**src/url_percent_codec_assert.svh**
```systemverilog
// Assertion macros for the URL percent codec.
`ifndef URL_PERCENT_CODEC_ASSERT_SVH
`define URL_PERCENT_CODEC_ASSERT_SVH

`ifndef SYNTH

// Check that a condition holds at every clock edge outside reset.
`define UPC_ASSERT_ALWAYS(label, clk, rst, cond) \
   label: assert property (@(posedge clk) disable iff (rst) (cond)) \
      else $error("upc assertion failed");

// Check that a condition in one cycle leads to a consequence in the next.
`define UPC_ASSERT_NEXT(label, clk, rst, ante, cons) \
   label: assert property (@(posedge clk) disable iff (rst) (ante) |=> (cons)) \
      else $error("upc assertion failed");

`else

`define UPC_ASSERT_ALWAYS(label, clk, rst, cond)
`define UPC_ASSERT_NEXT(label, clk, rst, ante, cons)

`endif

`endif

```
**src/upc_pkg.sv**
```systemverilog
// Shared types and constants for the URL percent codec.
`default_nettype none

package upc_pkg;

   localparam logic [7:0] CH_PERCENT    = 8'd37;
   localparam logic [7:0] CH_PLUS       = 8'd43;
   localparam logic [7:0] CH_SPACE      = 8'd32;
   localparam logic [7:0] HEX_ALPHA_OFS = 8'd55;
   localparam logic [7:0] HEX_DIGIT_OFS = 8'd48;

   localparam int unsigned MAX_BEATS = 3;

   typedef enum logic [2:0] {
      PH_IDLE = 3'b001,
      PH_HIGH = 3'b010,
      PH_LOW  = 3'b100
   } phase_type;

   typedef struct packed {
      logic [7:0] data;
      logic       ok;
      logic       last;
   } beat_type;

   typedef struct packed {
      logic [1:0]                   cnt;
      beat_type [MAX_BEATS-1:0]     beat;
   } beat_set_type;

endpackage

`default_nettype wire

```
**src/upc_ifs.sv**
```systemverilog
// Stream interfaces for the codec's source-byte and result channels.
`default_nettype none

interface upc_req_if;
   logic       valid;
   logic       ready;
   logic [7:0] in_byte;
   logic       in_last;

   modport source (output valid, in_byte, in_last, input ready);
   modport sink   (input valid, in_byte, in_last, output ready);
endinterface

interface upc_rsp_if;
   logic       valid;
   logic       ready;
   logic [7:0] out_byte;
   logic       out_valid;
   logic       out_last;

   modport source (output valid, out_byte, out_valid, out_last, input ready);
   modport sink   (input valid, out_byte, out_valid, out_last, output ready);
endinterface

`default_nettype wire

```
**src/upc_xlate.sv**
```systemverilog
// Per-byte translation: result beats and next escape state for one source byte.
`default_nettype none

module upc_xlate (
   input  wire logic               decode_mode,
   input  wire logic [7:0]         in_byte,
   input  wire logic               in_last,
   input  upc_pkg::phase_type      phase,
   input  wire logic [3:0]         high_digit,
   output upc_pkg::beat_set_type   beat_set,
   output upc_pkg::phase_type      phase_next,
   output logic [3:0]              high_next
);

   function automatic logic [7:0] hex_char(input logic [3:0] v);
      logic [7:0] w;
      w = {4'b0000, v};
      return (v > 4'd9) ? w + upc_pkg::HEX_ALPHA_OFS : w + upc_pkg::HEX_DIGIT_OFS;
   endfunction

   // Letters count 10..35 in either case; anything that is neither a letter nor a digit counts 0.
   function automatic logic [5:0] digit_value(input logic [7:0] c);
      logic [7:0] d;
      d = 8'd0;
      if (c >= 8'd65 && c <= 8'd90)       d = c - 8'd55;
      else if (c >= 8'd97 && c <= 8'd122) d = c - 8'd87;
      else if (c >= 8'd48 && c <= 8'd57)  d = c - 8'd48;
      return d[5:0];
   endfunction

   function automatic logic is_plain(input logic [7:0] c);
      logic p;
      p = (c >= 8'd48 && c <= 8'd57) || (c >= 8'd65 && c <= 8'd90) ||
          (c >= 8'd97 && c <= 8'd122);
      case (c)
         8'd45, 8'd95, 8'd46, 8'd126, 8'd61, 8'd33,
         8'd42, 8'd39, 8'd40, 8'd41, 8'd38: p = 1'b1;
         default: ;
      endcase
      return p;
   endfunction

   logic [5:0] digit;
   logic [7:0] joined;

   assign digit  = digit_value(in_byte);
   assign joined = {high_digit, 4'b0000} + {2'b00, digit};

   always_comb begin
      beat_set   = '0;
      phase_next = phase;
      high_next  = high_digit;
      if (!decode_mode) begin
         beat_set.cnt = 2'd1;
         if (is_plain(in_byte)) begin
            beat_set.beat[0] = '{data: in_byte, ok: 1'b1, last: in_last};
         end else if (in_byte == upc_pkg::CH_SPACE) begin
            beat_set.beat[0] = '{data: upc_pkg::CH_PLUS, ok: 1'b1, last: in_last};
         end else begin
            beat_set.cnt     = 2'd3;
            beat_set.beat[0] = '{data: upc_pkg::CH_PERCENT, ok: 1'b1, last: 1'b0};
            beat_set.beat[1] = '{data: hex_char(in_byte[7:4]), ok: 1'b1, last: 1'b0};
            beat_set.beat[2] = '{data: hex_char(in_byte[3:0]), ok: 1'b1, last: in_last};
         end
      end else begin
         unique case (phase)
            upc_pkg::PH_HIGH: begin
               if (in_last) begin
                  // escape cut short: one invalid closing beat
                  beat_set.cnt     = 2'd1;
                  beat_set.beat[0] = '{data: 8'd0, ok: 1'b0, last: 1'b1};
                  phase_next       = upc_pkg::PH_IDLE;
                  high_next        = 4'd0;
               end else begin
                  high_next  = digit[3:0];
                  phase_next = upc_pkg::PH_LOW;
               end
            end
            upc_pkg::PH_LOW: begin
               beat_set.cnt     = 2'd1;
               beat_set.beat[0] = '{data: joined, ok: 1'b1, last: in_last};
               phase_next       = upc_pkg::PH_IDLE;
               high_next        = 4'd0;
            end
            default: begin
               phase_next = upc_pkg::PH_IDLE;
               if (in_byte == upc_pkg::CH_PERCENT) begin
                  if (in_last) begin
                     beat_set.cnt     = 2'd1;
                     beat_set.beat[0] = '{data: 8'd0, ok: 1'b0, last: 1'b1};
                  end else begin
                     phase_next = upc_pkg::PH_HIGH;
                  end
               end else if (in_byte == upc_pkg::CH_PLUS) begin
                  beat_set.cnt     = 2'd1;
                  beat_set.beat[0] = '{data: upc_pkg::CH_SPACE, ok: 1'b1, last: in_last};
               end else begin
                  beat_set.cnt     = 2'd1;
                  beat_set.beat[0] = '{data: in_byte, ok: 1'b1, last: in_last};
               end
            end
         endcase
      end
   end

endmodule

`default_nettype wire

```
**src/url_percent_codec.sv**
```systemverilog
// URL percent codec: turns a byte stream into its percent-encoded or decoded
// form, with the direction set by register 0 (decode_mode, bit 0; write it only
// while the codec is idle; a write also drops any half-read escape). A source
// byte is translated in the cycle it is accepted and its up to three result
// beats go to a beat buffer that drains into the single-beat result register one
// beat per clock unless the output stalls; each beat passes both registers.
// Bytes that give one result or none go at one per cycle without a stall; a
// %XX escape holds off the next byte until its last beat leaves the buffer.
`default_nettype none

`include "url_percent_codec_assert.svh"

module url_percent_codec #(
   parameter int unsigned ADDR_W = 3
) (
   input  wire logic              clock,
   input  wire logic              reset,
   upc_req_if.sink                req_ch,
   upc_rsp_if.source              rsp_ch,
   input  wire logic              csr_psel,
   input  wire logic              csr_penable,
   input  wire logic              csr_pwrite,
   input  wire logic [ADDR_W-1:0] csr_paddr,
   input  wire logic [31:0]       csr_pwdata,
   output logic [31:0]            csr_prdata,
   output logic                   csr_pready
);

   logic                    mode_ff, mode_in;
   upc_pkg::phase_type      phase_ff, phase_in;
   logic [3:0]              high_ff, high_in;
   logic [1:0]              cnt_ff, cnt_in;
   logic [1:0]              idx_ff, idx_in;
   upc_pkg::beat_type [upc_pkg::MAX_BEATS-1:0] beats_ff, beats_in;
   upc_pkg::beat_type       rsp_beat_ff, rsp_beat_in;
   logic                    rsp_vld_ff, rsp_vld_in;

   upc_pkg::beat_set_type   beat_set;
   upc_pkg::phase_type      phase_next;
   logic [3:0]              high_next;

   logic csr_wr, mode_hit, accept, out_load, emit;

   upc_xlate u_xlate (
      .decode_mode (mode_ff),
      .in_byte     (req_ch.in_byte),
      .in_last     (req_ch.in_last),
      .phase       (phase_ff),
      .high_digit  (high_ff),
      .beat_set    (beat_set),
      .phase_next  (phase_next),
      .high_next   (high_next)
   );

   assign csr_wr     = csr_psel && csr_penable && csr_pwrite;
   assign mode_hit   = csr_wr && (csr_paddr[ADDR_W-1:2] == '0);
   assign csr_pready = 1'b1;
   assign csr_prdata = (csr_paddr[ADDR_W-1:2] == '0) ? {31'd0, mode_ff} : 32'd0;

   assign out_load     = !rsp_vld_ff || rsp_ch.ready;
   assign emit         = (cnt_ff != 2'd0) && out_load;
   // take a new byte once the buffered beats are gone or the last one leaves now
   assign req_ch.ready = (cnt_ff == 2'd0) || ((cnt_ff == 2'd1) && out_load);
   assign accept       = req_ch.valid && req_ch.ready;

   always_comb begin
      mode_in  = mode_ff;
      phase_in = phase_ff;
      high_in  = high_ff;
      if (mode_hit) begin
         mode_in  = csr_pwdata[0];
         phase_in = upc_pkg::PH_IDLE;
         high_in  = 4'd0;
      end else if (accept) begin
         phase_in = phase_next;
         high_in  = high_next;
      end
   end

   always_comb begin
      cnt_in   = cnt_ff;
      idx_in   = idx_ff;
      beats_in = beats_ff;
      if (accept) begin
         cnt_in   = beat_set.cnt;
         idx_in   = 2'd0;
         beats_in = beat_set.beat;
      end else if (emit) begin
         cnt_in = cnt_ff - 2'd1;
         idx_in = idx_ff + 2'd1;
      end
   end

   always_comb begin
      rsp_beat_in = rsp_beat_ff;
      rsp_vld_in  = rsp_vld_ff;
      if (emit) begin
         rsp_beat_in = beats_ff[idx_ff];
         rsp_vld_in  = 1'b1;
      end else if (rsp_ch.ready) begin
         rsp_vld_in = 1'b0;
      end
   end

   always_ff @(posedge clock) begin
      if (reset) begin
         mode_ff    <= 1'b0;
         phase_ff   <= upc_pkg::PH_IDLE;
         high_ff    <= 4'd0;
         cnt_ff     <= 2'd0;
         idx_ff     <= 2'd0;
         rsp_vld_ff <= 1'b0;
      end else begin
         mode_ff    <= mode_in;
         phase_ff   <= phase_in;
         high_ff    <= high_in;
         cnt_ff     <= cnt_in;
         idx_ff     <= idx_in;
         rsp_vld_ff <= rsp_vld_in;
      end
   end

   always_ff @(posedge clock) begin
      beats_ff    <= beats_in;
      rsp_beat_ff <= rsp_beat_in;
   end

   assign rsp_ch.valid     = rsp_vld_ff;
   assign rsp_ch.out_byte  = rsp_beat_ff.data;
   assign rsp_ch.out_valid = rsp_beat_ff.ok;
   assign rsp_ch.out_last  = rsp_beat_ff.last;

   `UPC_ASSERT_ALWAYS(a_buf_in_range, clock, reset,
      ({1'b0, idx_ff} + {1'b0, cnt_ff}) <= 3'd3)
   `UPC_ASSERT_ALWAYS(a_encode_no_escape, clock, reset,
      mode_ff || (phase_ff == upc_pkg::PH_IDLE))
   `UPC_ASSERT_ALWAYS(a_invalid_closes, clock, reset,
      !rsp_ch.valid || rsp_ch.out_valid || rsp_ch.out_last)
   `UPC_ASSERT_NEXT(a_stall_holds_buf, clock, reset,
      rsp_ch.valid && !rsp_ch.ready, rsp_ch.valid && $stable(rsp_beat_ff))

endmodule

`default_nettype wire

```
**src/flat_wrapper.sv**
```systemverilog
// flat-port wrapper written by rule: the top's interface ports become plain ports
module url_percent_codec_flat 
#(
   parameter int unsigned ADDR_W = 3
)
  (clock, reset, csr_psel, csr_penable, csr_pwrite, csr_paddr, csr_pwdata, csr_prdata, csr_pready, req_ch_valid, req_ch_in_byte, req_ch_in_last, req_ch_ready, rsp_ch_valid, rsp_ch_out_byte, rsp_ch_out_valid, rsp_ch_out_last, rsp_ch_ready);
  upc_req_if req_ch_i ();
  upc_rsp_if rsp_ch_i ();
  input  wire logic clock;
  input  wire logic reset;
  input  wire logic csr_psel;
  input  wire logic csr_penable;
  input  wire logic csr_pwrite;
  input  wire logic [ADDR_W-1:0] csr_paddr;
  input  wire logic [31:0] csr_pwdata;
  output logic [31:0] csr_prdata;
  output logic csr_pready;
  input wire logic [$bits(req_ch_i.valid)-1:0] req_ch_valid;
  input wire logic [$bits(req_ch_i.in_byte)-1:0] req_ch_in_byte;
  input wire logic [$bits(req_ch_i.in_last)-1:0] req_ch_in_last;
  output wire logic [$bits(req_ch_i.ready)-1:0] req_ch_ready;
  output wire logic [$bits(rsp_ch_i.valid)-1:0] rsp_ch_valid;
  output wire logic [$bits(rsp_ch_i.out_byte)-1:0] rsp_ch_out_byte;
  output wire logic [$bits(rsp_ch_i.out_valid)-1:0] rsp_ch_out_valid;
  output wire logic [$bits(rsp_ch_i.out_last)-1:0] rsp_ch_out_last;
  input wire logic [$bits(rsp_ch_i.ready)-1:0] rsp_ch_ready;
  assign req_ch_i.valid = req_ch_valid;
  assign req_ch_i.in_byte = req_ch_in_byte;
  assign req_ch_i.in_last = req_ch_in_last;
  assign req_ch_ready = req_ch_i.ready;
  assign rsp_ch_valid = rsp_ch_i.valid;
  assign rsp_ch_out_byte = rsp_ch_i.out_byte;
  assign rsp_ch_out_valid = rsp_ch_i.out_valid;
  assign rsp_ch_out_last = rsp_ch_i.out_last;
  assign rsp_ch_i.ready = rsp_ch_ready;
  url_percent_codec #(.ADDR_W(ADDR_W)) u_core (.clock(clock), .reset(reset), .req_ch(req_ch_i), .rsp_ch(rsp_ch_i), .csr_psel(csr_psel), .csr_penable(csr_penable), .csr_pwrite(csr_pwrite), .csr_paddr(csr_paddr), .csr_pwdata(csr_pwdata), .csr_prdata(csr_prdata), .csr_pready(csr_pready));
endmodule
```
**config.mk**
```make
export PLATFORM = sky130hd
export DESIGN_NAME = url_percent_codec_flat
export DESIGN_NICKNAME = d
export VERILOG_FILES = /design/src/upc_pkg.sv /design/src/upc_ifs.sv /design/src/upc_xlate.sv /design/src/url_percent_codec.sv /design/src/flat_wrapper.sv
export VERILOG_INCLUDE_DIRS = /design/src /design/src/src
export SDC_FILE = /design/constraint.sdc
export NUM_CORES = 1
export LEC_CHECK = 0
export ABC_AREA = 1
export BUFFER_PORTS_ARGS = -buffer_cell sky130_fd_sc_hd__buf_4
export CAP_MARGIN = 0
export CORE_ASPECT_RATIO = 1.2
export CORE_UTILIZATION = 50
export CTS_BUF_LIST = sky130_fd_sc_hd__clkbuf_4 sky130_fd_sc_hd__clkbuf_8
export CTS_CLUSTER_DIAMETER = 100
export DETAILED_ROUTE_END_ITERATION = 8
export HOLD_SLACK_MARGIN = 0.15
export PLACE_DENSITY = 0.77
export SYNTH_ARGS = -nofsm -noshare
export SYNTH_HDL_FRONTEND = slang
export SYNTH_SLANG_ARGS = --single-unit
```
**constraint.sdc**
```tcl
create_clock -name clock -period 7.9 [get_ports clock]
set_clock_uncertainty 0.2 [all_clocks]
set_input_delay 1.185 -clock clock [delete_from_list [all_inputs] [get_ports clock]]
set_output_delay 1.185 -clock clock [all_outputs]
set_load 0.005 [all_outputs]
```
Word-level counts from Yosys, hierarchy flattened

Cells that the tools add are included.

Register bits after elaboration: 53
Output and inout port bits: 45
Input bits: 51
Word-level logic and storage cells: 114

Order comparisons: 9
Add/subtract/negate cells: 10
Bitwise gates (word level): 1
Reductions and logical operators: 26
Equal/unequal tests: 17
Mux-type cells: 33

Operators with widths:

| cell                                                                              | count |
|---|---|
| 8-bit by 6-bit equality test with 1-bit output (second input constant)            | 12 |
| 10-bit 2-to-1 mux                                                                 | 5 |
| 22-bit 2-to-1 mux                                                                 | 2 |
| 4-bit by 6-bit adder with 7-bit output (second input constant)                    | 4 |
| 6-bit 2-to-1 mux                                                                  | 4 |
| 10-bit binary-select mux with 2-bit select                                        | 1 |
| 10-bit case mux with 2 select lines                                               | 1 |
| 8-bit by 7-bit equality test with 1-bit output (second input constant)            | 2 |
| 8-bit by 7-bit >= comparator with 1-bit output (second input constant)            | 2 |
| 8-bit by 7-bit less-or-equal comparator with 1-bit output (second input constant) | 2 |
| 7-bit 2-to-1 mux                                                                  | 2 |
| 2-bit 2-to-1 mux                                                                  | 6 |
| 6-bit subtractor (second input constant)                                          | 2 |
| 11-bit OR reduction                                                               | 1 |
| 1-bit logical AND                                                                 | 9 |
| 8-bit by 6-bit adder with 8-bit output                                            | 1 |
| 8-bit by 6-bit >= comparator with 1-bit output (second input constant)            | 1 |
| 4-bit > comparator (second input constant)                                        | 2 |
| 8-bit by 6-bit less-or-equal comparator with 1-bit output (second input constant) | 1 |
| 4-bit case mux with 2 select lines                                                | 1 |
| 2-bit nonzero test                                                                | 4 |
| 1-bit 2-to-1 mux                                                                  | 7 |
| 3-bit case mux with 2 select lines                                                | 1 |
| 2-bit OR reduction                                                                | 3 |
| other kinds (17)                                                                  | 20 |

Longest topological paths before layout

Depth in word-level cells: 9
Depth in mapped cells: 18
Gate-level depth less buffers: 18

Cells and area by module

From an unflattened synthesis, not the netlist that was laid out.

Cells, all modules: 466
Area total of the unflattened synthesis: 3,792.4 sq um

Modules (own cells, without submodules):

| module            | cells an instance | area each (sq um) | sequential area each (sq um) | times used |
|---|---|---|---|---|
| url_percent_codec | 200               | 2,285.9           | 1,461.4                      | 1 |
| upc_xlate         | 266               | 1,506.4           | 0.0                          | 1 |

Least setup slack after synthesis

OpenSTA, ideal clock, no wires.

Path kind: input to register
From: input req_ch_in_byte[1]
To: register u_core.beats_ff[8] in the netlist's numbering, data pin
Stages: 17
Path slack: 4,280 ps
Library setup time: 260 ps
Buffers on the path: 0
Required time: 7,440 ps
Arrival time: 3,160 ps
Cells stage by stage: inv_2 > ha_1 > inv_1 > nand3_1 > nand2_1 > nand2_1 > nand2_2 > nand2_8 > nand3_1 > a21oi_1 > ha_1 > inv_1 > fa_1 > xor2_1 > o22ai_1 > nand2_1 > o21ai_0

RTL lines:

| what                 | RTL line                 | RTL |
|---|---|---|
| from (decl)          | flat_wrapper.sv:19       | `input wire logic [$bits(req_ch_i.in_byte)-1:0] req_ch_in_byte;` |
| to (signal assigned) | url_percent_codec.sv:124 | `beats_ff <= beats_in;` |
| to (decl)            | url_percent_codec.sv:34  | `upc_pkg::beat_type [upc_pkg::MAX_BEATS-1:0] beats_ff, beats_in;` |

==> results.cfg <==
[run_status]
status = finished, final reports clean

[critical_path]
required_ns = 7.73
critical_path_class = input pin to register
r2r_slack_ns = 5.52
critPathArrivalTime_ns = 3.78
cp-end-kind = register
startpoint_type = input pin
path_max_fanout = 9

[cts]
cts_hold_buf = 0
cts_tree = built
cts_max_level = 2
cts_sinks = 49
cts_inserted_buffers = 5
worstSkewPairLatency_ns = 0.31
clk_path_buf_depth = 2
cts_root_buf = clkbuf_8
ctsResizeCount = 0
clk_pin_slew_ns = 0.09
postCtsSetupRepairBufs = 0

[synthesis]
synth_mux_area_share_pct = 0
synthArstFlopShare_pct = 0
synth_edf_count = 36
yosys.area.top_type = edfxtp_1
netlist-cell-type-count = 42
syn_inst = 411
synth-simple-area-share_pct = 30.2
synth_flop_cell = edfxtp_1
synthAdderAreaFrac_pct = 5.76
synth-xor-area-share_pct = 1.03
yosysWarnings = 0
synthMostInstantiatedCell = nand2_1
synth-compound-area-share_pct = 8.87
syn_area_um2 = 3390
synth_top_family_by_area = simple AND/OR/NAND/NOR gates
ys_ff_latch = 49
synth_common_cells = nand2_1, inv_1, edfxtp_1
synth_area_per_cell_um2 = 8.24
netlist.area_leader.share_pct = 31.9
yosysSeqAreaShare_pct = 39.6
yosys-top-cells-area = edfxtp_1, nand2_1, dfxtp_1

[placement]
place_congestion = 0.951
dp_slack_ns = 3.66
port_buffers = 30
dp_hpwl_mm = 5.33

[timing]
slew_headroom_pct = 28.0
finalHoldViolCount = 0
worst_slack_ns = 3.95
finalSetupViolCount = 0
layout_min_cycle_time_ns = 3.95
rsz0062_at_grt = no
final.period_utilization_pct = 49.9
slew_viol_final = 0
fin_tns_setup_ns = 0
finalHoldWorstSlack_ns = 0.274
tightest_slew_ns = 1.08
max_freq_ghz = 0.253

[cells_and_area]
area_delta_synth_final_pct = 7.72
drive_above_1_share_pct = 17.2
num-fill-cells = 595
fin_nets = 506
antennaDiodeCount = 0

[detailed_routing]
viasPerCell = 5.16
routed_wl_mm = 6.88
dr.pass1.iters = 4
wl_per_cell_um = 13.1
drcViolationCount = 0
drtIter0Drc = 160
vias = 2712
postRouteAntennaNets = 0

[floorplanning]
io_pins = 96
start_util_pct = 52.2
core_um2 = 6490
rows = 32
die_x_um = 77.1
dieArea_um2 = 7110
die_h_um = 92.2

[power_and_ir_drop]
p_comb_share_pct = 32.2
clockPowerShare_pct = 21.4
p_int_uw = 586
pwr-share-seq_pct = 46.4
power_density_nw_per_um2 = 237
switching_share_pct = 32.3
p_switching_uw = 280
ir_drop_uv = 132
power_uw = 866
leakage_nw = 1.60

[global_route]
overflow = 0
grt_max_degree = 30
grt_pass1_vias = 2513
track_usage_pct = 20.4
antenna_found_initial = 0
grt_pass1_wl_mm = 11.4

[hold_path]
hold_class = register to register

[flow_run]
cap_violations = 0
-- final cells by class --
| cell class | instances | area [um2] | area share [%] |
|---|---|---|---|
| Inverter | 47 | 181 | 4.97 |
| Tap cell | 85 | 106 | 2.91 |
| Multi-Input combinational cell | 307 | 1670 | 45.9 |
| Clock buffer | 6 | 82.6 | 2.26 |
| Sequential cell | 49 | 1340 | 36.8 |
| Clock inverter | 2 | 37.5 | 1.03 |
| Timing Repair Buffer | 30 | 225 | 6.17 |
-- cells by family (layout without fill, tap and decap cells) --
logic type	Yosys count	in the layout
flops	49	49
other cells	2	32
fa+ha+maj	15	15
buf+inv	85	85
xor+xnor	4	4
compound gates	53	53
simple gates	203	203
-- flip-flops by register name (all words and copies together) (netlist names) --
signal and count:
u_core.rsp_ch.out_last 1, u_core.mode_ff 1, u_core.rsp_ch.valid 1, u_core.phase_ff 3, u_core.cnt_ff 2, u_core.idx_ff 2, u_core.beats_ff 26, u_core.rsp_ch.out_byte 8
u_core.high_ff 4, u_core.rsp_ch.out_valid 1
-- critical path, cell delays in order --
cell	delay, ns
buf_4	0.16
inv_2	0.09
ha_1	0.24
inv_1	0.19
nand3_1	0.15
nand2_1	0.08
nand2_1	0.09
nand2_2	0.18
nand2_8	0.10
nand3_1	0.10
nor2_1	0.05
a21oi_1	0.15
ha_1	0.20
inv_1	0.06
fa_1	0.47
nor2_1	0.05
a21oi_1	0.12
o21ai_0	0.12
-- cells in the final DEF (no fill, tap or decap), drive strengths merged --
cell type  instances
a22o               2
dfxtp             13
edfxtp            36
a21oi             26
clkbuf             6
buf               30
a211oi             3
nor3               3
nor4               1
ha                14
bufinv             1
inv               47
or2                1
conb              32
xor2               4
nand4              4
o21ai             18
o211ai             2
fa                 1
nand2            114
nand3             38
clkinvlp           1
nand3b             2
nor2              40
o22ai              1
a31oi              1
-- worst paths after layout --
check                     startpoint                 end  cells past startpoint
setup / recovery   req_ch_in_byte[1]  u_core.beats_ff[7]                     18
hold / removal    u_core.phase_ff[1]  u_core.phase_ff[1]                      2
setup reg to reg    u_core.cnt_ff[0]    u_core.cnt_ff[0]                      7
hold reg to reg   u_core.phase_ff[1]  u_core.phase_ff[1]                      2
-- power by group through the flow --
stage                     Sequential [mW]  Clock, mW  Combinational (mW)
after global placement              0.405          0               0.272
after global routing                0.409      0.199               0.314
final                               0.402      0.185               0.279
after floorplan                     0.407          0               0.189
after detailed placement            0.409          0               0.278
after CTS                           0.403      0.190               0.281
-- through the flow --
| stage | utilization [%] | cells | area (um2) |
|---|---|---|---|
| after floorplan | - | 441 | 3500 |
| after global placement | 54.4 | 518 | 3530 |
| after detailed placement | 54.4 | 518 | 3530 |
| after CTS | 56.3 | 526 | 3650 |
| after global routing | 56.3 | 526 | 3650 |
| final | 56.3 | 526 | 3650 |
-- per-layer routing --
metal,track usage [%],routed length [um],up-vias
met5,0,0,-
li1,-,-,1344
met3,3.08,304,19
met2,36.8,3530,89
met4,8.49,196,0
met1,23.9,2850,1260
(Power assumes the default switching activity.)
